===== src/line_offset_table_lookup_core_assert.svh =====
// Assertion macros for the line offset table lookup core.
// Expects clk and rst in the scope of each use.
`ifndef LINE_OFFSET_TABLE_LOOKUP_CORE_ASSERT_SVH
`define LINE_OFFSET_TABLE_LOOKUP_CORE_ASSERT_SVH

// Check that cons holds in the same cycle as ante.
`define LOTL_ASSERT_NOW(label, ante, cons, msg) \
  label: assert property (@(posedge clk) disable iff (rst) (ante) |-> (cons)) else $error(msg);

// Check that cons holds in the cycle after ante.
`define LOTL_ASSERT_NEXT(label, ante, cons, msg) \
  label: assert property (@(posedge clk) disable iff (rst) (ante) |=> (cons)) else $error(msg);

`endif


===== src/lotl_pkg.sv =====
// Shared types and constants for the line offset table lookup core.
// No dependencies; used by lotl_bisect and line_offset_table_lookup_core.
package lotl_pkg;

  localparam int MAX_LINES = 4096;
  localparam int POS_BITS  = 32;
  localparam int IDX_W     = $clog2(MAX_LINES);
  localparam int CNT_W     = IDX_W + 1;

  // Opcodes
  localparam logic [1:0] OP_APPEND = 2'd0;
  localparam logic [1:0] OP_LOCATE = 2'd1;
  localparam logic [1:0] OP_BOUNDS = 2'd2;

  // Status codes
  localparam logic [1:0] STATUS_OK    = 2'd0;
  localparam logic [1:0] STATUS_FULL  = 2'd1;
  localparam logic [1:0] STATUS_RANGE = 2'd2;

  typedef struct packed {
    logic [1:0]          opcode;
    logic [POS_BITS-1:0] start_offset;
    logic [POS_BITS-1:0] position;
    logic [11:0]         line_number;
  } in_item_t;

  typedef struct packed {
    logic [1:0]          status;
    logic [11:0]         line_index;
    logic [POS_BITS-1:0] column;
    logic [POS_BITS-1:0] line_begin;
    logic [POS_BITS-1:0] line_length;
  } out_item_t;

  // One bisection step: new bounds, next probe and loop exit
  typedef struct packed {
    logic             done;
    logic [CNT_W-1:0] lo_next;
    logic [CNT_W-1:0] hi_next;
    logic [IDX_W-1:0] mid_next;
  } bisect_t;

  typedef enum logic [1:0] {
    ST_IDLE,
    ST_LOOK,
    ST_BOUNDS,
    ST_RESULT
  } state_t;

endpackage


===== src/lotl_bisect.sv =====
// Bisection step unit: compares the probed entries against the position
// and picks the next bounds and probe. Depends on lotl_pkg.
module lotl_bisect (
  input  logic [lotl_pkg::CNT_W-1:0]    lo,
  input  logic [lotl_pkg::CNT_W-1:0]    hi,
  input  logic [lotl_pkg::IDX_W-1:0]    mid,
  input  logic [lotl_pkg::POS_BITS-1:0] mid_data,
  input  logic [lotl_pkg::POS_BITS-1:0] next_data,
  input  logic [lotl_pkg::POS_BITS-1:0] pos,
  output lotl_pkg::bisect_t             step
);
  import lotl_pkg::*;

  logic [CNT_W-1:0] mid_w;
  logic [CNT_W-1:0] mid1;
  logic [CNT_W-1:0] cand_lo;
  logic [CNT_W-1:0] cand_hi;
  logic             gt_mid;
  logic             gt_next;

  // Compare both probes and form both candidate midpoints in parallel
  always_comb begin
    mid_w   = {1'b0, mid};
    mid1    = mid_w + CNT_W'(1);
    gt_mid  = mid_data > pos;
    gt_next = next_data > pos;
    cand_lo = lo + ((mid_w - lo) >> 1);
    cand_hi = mid1 + ((hi - mid1) >> 1);
  end

  // Shrink the window toward the last entry not above the position
  always_comb begin
    if (gt_mid) begin
      step.lo_next  = lo;
      step.hi_next  = mid_w;
      step.mid_next = cand_lo[IDX_W-1:0];
      step.done     = lo >= mid_w;
    end else begin
      step.lo_next  = mid1;
      step.hi_next  = hi;
      step.mid_next = cand_hi[IDX_W-1:0];
      step.done     = (mid1 >= hi) || gt_next;
    end
  end

endmodule


===== config.mk =====
export PLATFORM = sky130hd
export DESIGN_NAME = lotl_bisect
export DESIGN_NICKNAME = d
export VERILOG_FILES = /design/src/line_offset_table_lookup_core_assert.svh /design/src/lotl_pkg.sv /design/src/lotl_bisect.sv
export SDC_FILE = /design/constraint.sdc
export NUM_CORES = 1
export LEC_CHECK = 0
export ABC_AREA = 1
export BUFFER_PORTS_ARGS = -buffer_cell sky130_fd_sc_hd__buf_2
export CAP_MARGIN = 10
export CORE_MARGIN = 4
export CORE_UTILIZATION = 53
export DETAILED_ROUTE_END_ITERATION = 8
export PLACE_DENSITY = 0.86
export SLEW_MARGIN = 30
export SYNTH_ARGS = -nofsm -noshare
export SYNTH_HDL_FRONTEND = slang
export SYNTH_SLANG_ARGS = --single-unit

===== constraint.sdc =====
create_clock -name vclk -period 3.9
set_input_delay 0.195 -clock vclk [all_inputs]
set_output_delay 0.195 -clock vclk [all_outputs]
set_load 0.01 [all_outputs]

==> summary by stage, run 1 <==
STA
The final count of pins violating max slew is 0. The headroom to the max-slew limit is 63.6%. The slew of the pin with the lowest slew margin is 0.545 ns. Static timing analysis puts the maximum clock frequency at 279 MHz.

The final number of hold-violating endpoints is 0. The final critical-path share of the clock period is 91.8%. Subtracting the final worst setup slack from the clock period gives 3.58 ns. On the final layout, the worst hold slack is between 0.6 and 0.7 ns.

The number of endpoints failing setup at the final stage is 0.

Final layout
The count of cells in the finished layout, fillers not included, comes to between 1,000 and 1,500. The total area of sequential cells is 0 µm². The fraction of final layout cells with drive strength greater than 1 is 27.8%. The number of clock buffer instances in the layout is 0. From synthesis to final layout, the design area changed by 24.1%. Summing all multi-input logic gate instances after layout gives between 0.004 and 0.005 mm². After routing the design area is 0.00555 mm². The number of flip-flops and latches is 0. The net total in the final layout is 1,141.

The number of fill cells in the layout is 754.

Power and ir drop
The worst-case IR drop observed on VDD is about 0.00016 V. The total leakage power is 3.29 nW. In this run the power density over the cells is 199 mW/mm².

Floorplanning
The site row count is 33. The initial cell density of the core is 54.5%. The total core area is 0.00822 mm². The die covers 0.00998 mm². In this run the count of I/O pins placed on the die edge is 173. The die width is between 90 and 100 µm. In this run the vertical extent of the chip is 99.9 µm.

Route
The detailed router finished its first iteration with 196 violations. The number of vias after detailed routing is 5,318. After detailed routing, the total wire length is 13.5 mm. In the routed design, unresolved DRC markers number 0. In the routed layout, each cell is associated on average with a via count of 5.31. The first-pass iteration count of the detailed router is 5. Once detail routing completed, the nets flagged for antenna violations numbered 0. After detailed routing, the average wire length per cell comes to approximately 13 µm.

Worst hold path
For hold timing, the worst endpoint is step[19]. The startpoint of the worst hold path is hi[7]. The number of cells traversed by the worst hold path is 4. The classification of the worst-slack hold path is primary input to output pin.

Flow run
The total of max-cap violations is 0.

Setup path
The critical path is of the primary input to output pin type. The required time of the critical path is about 3.7 ns. The largest driver fanout on the critical path is 7. STA classifies the critical path startpoint as a primary input. The slowest stage of the critical path is the sky130_fd_sc_hd__fa_2 cell. For this run, the slowest stage of the critical path takes roughly 0.38 ns. Traced cell by cell, the critical path runs through clkbuf_4, inv_1, ha_1, inv_1, fa_2, a31oi_4, o21ai_1, a221oi_2, xor2_1, ha_1, inv_1, or2_2, nand2_1, a21oi_1, o21ai_1, a21oi_1, xnor2_1, nand2_1, nand2_1, buf_2. STA puts the critical path data arrival time at roughly 3.4 ns. The worst setup path is captured at an output pin.

Logic synthesis
By area the synthesized netlist is led by sky130_fd_sc_hd__ha_1, sky130_fd_sc_hd__nand2_1, sky130_fd_sc_hd__inv_1. The number of synthesis warnings is 0. Of the post-synthesis cell area, the dominant cell type holds 29.4%.

Of all cell types, the one taking the most synthesized area is sky130_fd_sc_hd__ha_1. The synthesized area per cell is 6.14 µm². The share of the Yosys chip area taken by registers is 0%. The post-synthesis instance total is 729. After synthesis the cells add up to 0.00447 mm².

Counting distinct cell types in the post-synthesis netlist gives 43. The net count of the mapped netlist is 972.

Placement
The congestion estimate from routability-driven global placement came to 0.911. In this run the cell area measured after placement is 0.00546 mm². The count of buffers from port buffering is 173. The total half-perimeter wirelength after legalization and detailed placement is 12.0 mm. Including well taps, the total number of placed cells is 1,001.

Global route
The number of antenna violations at the first check in global routing is 1. The global-route wire length before repair is 21.4 mm. The pin count of the biggest net entering global routing is 42. Summed over all layers, the global routing overflow is 0. The number of global-route vias before repair is 4,800. The aggregate global-route resource usage is between 20% and 30%.

Run status
The run finished with clean final reports.

CTS
The post-CTS setup buffer count is 0.
==> per-layer routing <==
metal / routed length, µm / track usage [%]
met1: 6000 / 34.0
met2: 6260 / 45.3
met3: 999 / 1.95
met4: 191 / 2.94
met5: 0 / 0
==> synthesized netlist by cell type, types with 2 or more instances <==
cell / n
sky130_fd_sc_hd__a211oi_1: 7
sky130_fd_sc_hd__a21oi_1: 54
sky130_fd_sc_hd__a221oi_1: 2
sky130_fd_sc_hd__a31oi_1: 4
sky130_fd_sc_hd__buf_2: 2
sky130_fd_sc_hd__clkbuf_1: 6
sky130_fd_sc_hd__fa_1: 4
sky130_fd_sc_hd__ha_1: 105
sky130_fd_sc_hd__inv_1: 127
sky130_fd_sc_hd__inv_2: 5
sky130_fd_sc_hd__nand2_1: 153
sky130_fd_sc_hd__nand2_2: 27
sky130_fd_sc_hd__nand2_4: 3
sky130_fd_sc_hd__nand3_1: 41
sky130_fd_sc_hd__nand3_2: 10
sky130_fd_sc_hd__nand3b_1: 4
sky130_fd_sc_hd__nand4_1: 8
sky130_fd_sc_hd__nor2_1: 32
sky130_fd_sc_hd__nor2_2: 7
sky130_fd_sc_hd__nor2_4: 3
sky130_fd_sc_hd__nor3_1: 8
sky130_fd_sc_hd__nor4_1: 2
sky130_fd_sc_hd__o211ai_1: 4
sky130_fd_sc_hd__o21a_1: 2
sky130_fd_sc_hd__o21ai_0: 50
sky130_fd_sc_hd__o21ai_1: 5
sky130_fd_sc_hd__o21bai_1: 8
sky130_fd_sc_hd__or2_1: 2
sky130_fd_sc_hd__or2_2: 3
sky130_fd_sc_hd__xnor2_1: 10
sky130_fd_sc_hd__xor2_1: 19
==> metrics by stage <==
step | setup slack, ns | setup TNS (ns) | utilization (%) | total power, mW
after floorplan | 0.703 | 0 | - | 0.730
after global placement | 0.186 | 0 | 66.4 | 1.04
after detailed placement | 0.0760 | 0 | 66.4 | 1.06
after CTS | 0.0674 | 0 | 66.4 | 1.07
after global routing | -0.0144 | -0.0144 | 67.6 | 1.24
final | 0.321 | 0 | 67.6 | 1.10
==> critical path, delay by kind of cell <==
family,cells,cell delay (ns)
AOI/OAI and AO/OA,6,0.98
xor gates and xnor gates,2,0.27
adders and majority gates,3,0.88
buffers and inverters,5,0.54
and+or+nand+nor,4,0.51
==> final cells by class <==
| class | instances | area share, % |
|---|---|---|
| multi-input combinational | 589 | 72.7 |
| timing repair buffer | 175 | 16.0 |
| inverter | 132 | 8.92 |
| tap | 105 | 2.37 |
| antenna | 1 | 0.0451 |
==> kinds of logic (layout without fill, tap and decap cells) <==
kind of cell / Yosys count / after routing / synth area share [%]
adder cells (fa/ha/maj): 109 / 109 / 31.2
AO/OA/AOI/OAI: 144 / 144 / 18.1
XOR/XNOR: 30 / 30 / 6.04
buffers and inverters: 140 / 307 / 11.8
other: 0 / 1 / 0
AND/OR/NAND/NOR: 306 / 306 / 32.9
==> layout by cell type (no fill, tap or decap), types with 3 or more instances in the layout <==
cell type	n
sky130_fd_sc_hd__a211oi_1	7
sky130_fd_sc_hd__o21ai_1	9
sky130_fd_sc_hd__o21bai_1	8
sky130_fd_sc_hd__nand2_4	3
sky130_fd_sc_hd__nand3_2	10
sky130_fd_sc_hd__nor3_1	8
sky130_fd_sc_hd__nand2_2	28
sky130_fd_sc_hd__nand4_1	8
sky130_fd_sc_hd__ha_4	3
sky130_fd_sc_hd__nor2_4	3
sky130_fd_sc_hd__buf_2	171
sky130_fd_sc_hd__a21oi_2	3
sky130_fd_sc_hd__inv_2	5
sky130_fd_sc_hd__o211ai_1	4
sky130_fd_sc_hd__nand3_1	41
sky130_fd_sc_hd__nand3b_1	4
sky130_fd_sc_hd__xnor2_1	9
sky130_fd_sc_hd__nor2_1	31
sky130_fd_sc_hd__nor2_2	8
sky130_fd_sc_hd__o21ai_0	45
sky130_fd_sc_hd__fa_1	3
sky130_fd_sc_hd__xor2_1	19
sky130_fd_sc_hd__or2_2	3
sky130_fd_sc_hd__inv_1	127
sky130_fd_sc_hd__nand2_1	152
sky130_fd_sc_hd__ha_1	102
sky130_fd_sc_hd__a21oi_1	52
==> what timing repair did <==
action / CTS / global route
endpoints found under the setup margin: 0 / 3
hold buffers: 0 / 0
gates resized for setup: 0 / 22
==> worst max path at each step <==
stage,start,end,depth (start not counted)
finish,mid[0],step[11],20
global route,mid[0],step[11],20
CTS,mid[0],step[11],20
detailed placement,mid[0],step[11],20
global placement,mid[0],step[10],20
floorplan,mid[0],step[10],23
==> power breakdown <==
group	internal [mW]	leakage [nW]	switching [mW]
Sequential	0	0	0
Clock	0.0000000343	0.00000634	0
Combinational	0.450	3.29	0.653
(Power assumes the default switching activity.)
==> run 2, diff against run 1 <==
- CORE_ASPECT_RATIO: unset -> 1.4
==> summary by stage, run 2 (same netlist as run 1, synthesis figures left out) <==
Global route
The number of antenna violations at the first check in global routing was 0. The met2 layer usage reported by global route is a little over half. The pin count of the biggest net entering global routing is 38. The number of global-route vias before repair came to 4,973. The aggregate global-route resource usage is 25.7%. Global routing used about 27% of the available met1 tracks. The first global-routing pass estimated 21.3 mm of wire. The met3 global-route usage is 2.61%. The most crowded layer after global routing is met2. The total overflow left after global routing is 0.

Placement
The number of instances in the placed design is 997. The weighted congestion at the end of routability-driven global placement is 0.943. Detailed placement finished with a half-perimeter wire length of 12.1 mm. The post-place instance area is 0.00545 mm². Port buffering added 173 buffers.

Final layout
The fraction of final layout cells with drive strength greater than 1 is ~28%. Clock buffers in the final layout number 0. Leaving out fill and tap cells, the most frequent cells in the layout are sky130_fd_sc_hd__buf_2, sky130_fd_sc_hd__nand2_1, sky130_fd_sc_hd__inv_1, sky130_fd_sc_hd__ha_1, sky130_fd_sc_hd__a21oi_1. Summing all flip-flop and latch instances after layout gives 0 µm².

The net total in the final layout is 1,143. The utilization after layout is roughly two thirds. The number of flip-flops and latches is 0. The diode insertion count for antenna repair is 0.

The number of standard cells in the layout, taps in and fillers out is 1,000. The most common library cell in the layout ignoring fill and taps is sky130_fd_sc_hd__buf_2. The area added between synthesis and finish is 23.2%. With fillers left out, the area of the finished cells amounts to between 0.005 and 0.006 mm².

Floorplanning
Row generation in the floorplan step produced 39 rows. The die covers 0.0100 mm². The floorplan step set the die height to 117 µm. The die width is 85.7 µm. The total core area is 0.00820 mm². Once the floorplan was initialized, standard cells occupied 54.6% of the core. The number of top-level pins is 173.

Route
The aggregate routed wire length is 13.5 mm. The residual antenna-violating net count after detailed routing is 0. The routed length per instance is around 13 µm. The count of routing violations after the opening detailed-route iteration is between 150 and 200. Dividing the detail-routed via count by the number of cells gives between 5 and 6.

The DRC violations left is 0. Before antenna repair, the detailed router went through 4 iterations. Across all layers, the routed design uses 5,284 vias.

Setup path
Broken down by cell family, the worst path's largest delay share belongs to simple AND/OR/NAND/NOR gates. The cell that appears most often on the critical path is sky130_fd_sc_hd__nand2_1. The count of cell instances traversed by the critical path is 28. The required time of the critical path is approximately 3.7 ns. The endpoint arrival time on the critical path is 3.45 ns. The worst setup path is of the primary input to output pin kind.

For this run, the slowest stage of the critical path takes 0.31 ns. In this run the worst path has a maximum fanout of 8. The worst setup path is launched from a primary input. For this design, the slowest cell found on the critical path is sky130_fd_sc_hd__ha_1. The kind of end point of the critical path is an output pin. The critical path contains buffers and inverters numbering 5 combined.

Power and ir drop
After layout, the design draws a total of 1.09 mW. Across the VDD grid, the largest voltage drop is 0.000183 V. The total power divided by cell area is 198 mW/mm².

The total leakage power is 3.29 nW.

Run status
The flow ran to the end, and the final reports show no timing, DRC or antenna violations.

Worst hold path
The number of cells traversed by the worst hold path is 4. The worst hold path begins at hi[7]. In this run the worst hold path is classified as primary input to output pin. The terminating pin of the worst hold path is step[19].

STA
The final number of hold-violating endpoints was 0. The headroom to the max-slew limit is 61.4%. The final count of pins violating max slew is 0. At the pin with the least slew margin, the transition time is slightly below 0.6 ns. The final critical-path share of the clock period is 93.5%. The clock period could shrink to 3.65 ns. Adding up every negative setup slack in the final design gives 0 ns. Static timing analysis puts the maximum clock frequency at 274 MHz. The number of endpoints failing setup at the final stage is 0.

Flow run
Across the run, the number of max-cap violations was 0.

CTS
The number of hold buffers added after CTS was 0.
## run 2: changes by cell type in the layout (fill, tap and decap cells not counted), moves of 2 or more
cell,before,now
sky130_fd_sc_hd__a31oi_1,2,4
sky130_fd_sc_hd__buf_4,2,4
sky130_fd_sc_hd__ha_2,0,2
sky130_fd_sc_hd__ha_4,3,1
## run 2: final cells by class
type               count  area [µm²]
multi-input cells    589        3990
fillers              758        2690
inverters            132         495
repair buffers       177         901
well taps            102         128
## run 2: timing repair
action,in CTS,in global routing
hold endpoints to repair,0,0
endpoints found under the setup margin,0,3
setup buffers,0,3
gates resized for setup,0,14
## run 2: worst max path at each step
stage,startpoint,to
after global routing,mid[0],step[10]
after global placement,mid[0],step[11]
after detailed placement,mid[0],step[11]
after CTS,mid[0],step[11]
after floorplan,mid[0],step[10]
final,mid[1],step[11]
## run 2: per-layer routing
layer / part of all wire, % / vias up / routed length [µm]
li1: - / 2760 / -
met3: 6.6 / 31 / 887
met5: 0 / - / 0
met2: 52 / 206 / 7080
met1: 38 / 2287 / 5140
met4: 2.9 / 0 / 385
## run 2: power by group
part | internal, mW | switching (mW) | total [mW]
Sequential | 0 | 0 | 0
Combinational | 0.446 | 0.644 | 1.09
Clock | 0 | 0 | 0
Total | 0.446 | 0.644 | 1.09
## run 2: metrics by stage
stage	worst slack (ns)	hold slack (ns)
finish	0.255	0.705
CTS	0.0824	0.712
detailed placement	0.0783	0.708
global placement	0.200	0.713
global route	-0.0212	0.727
floorplan	0.703	0.477
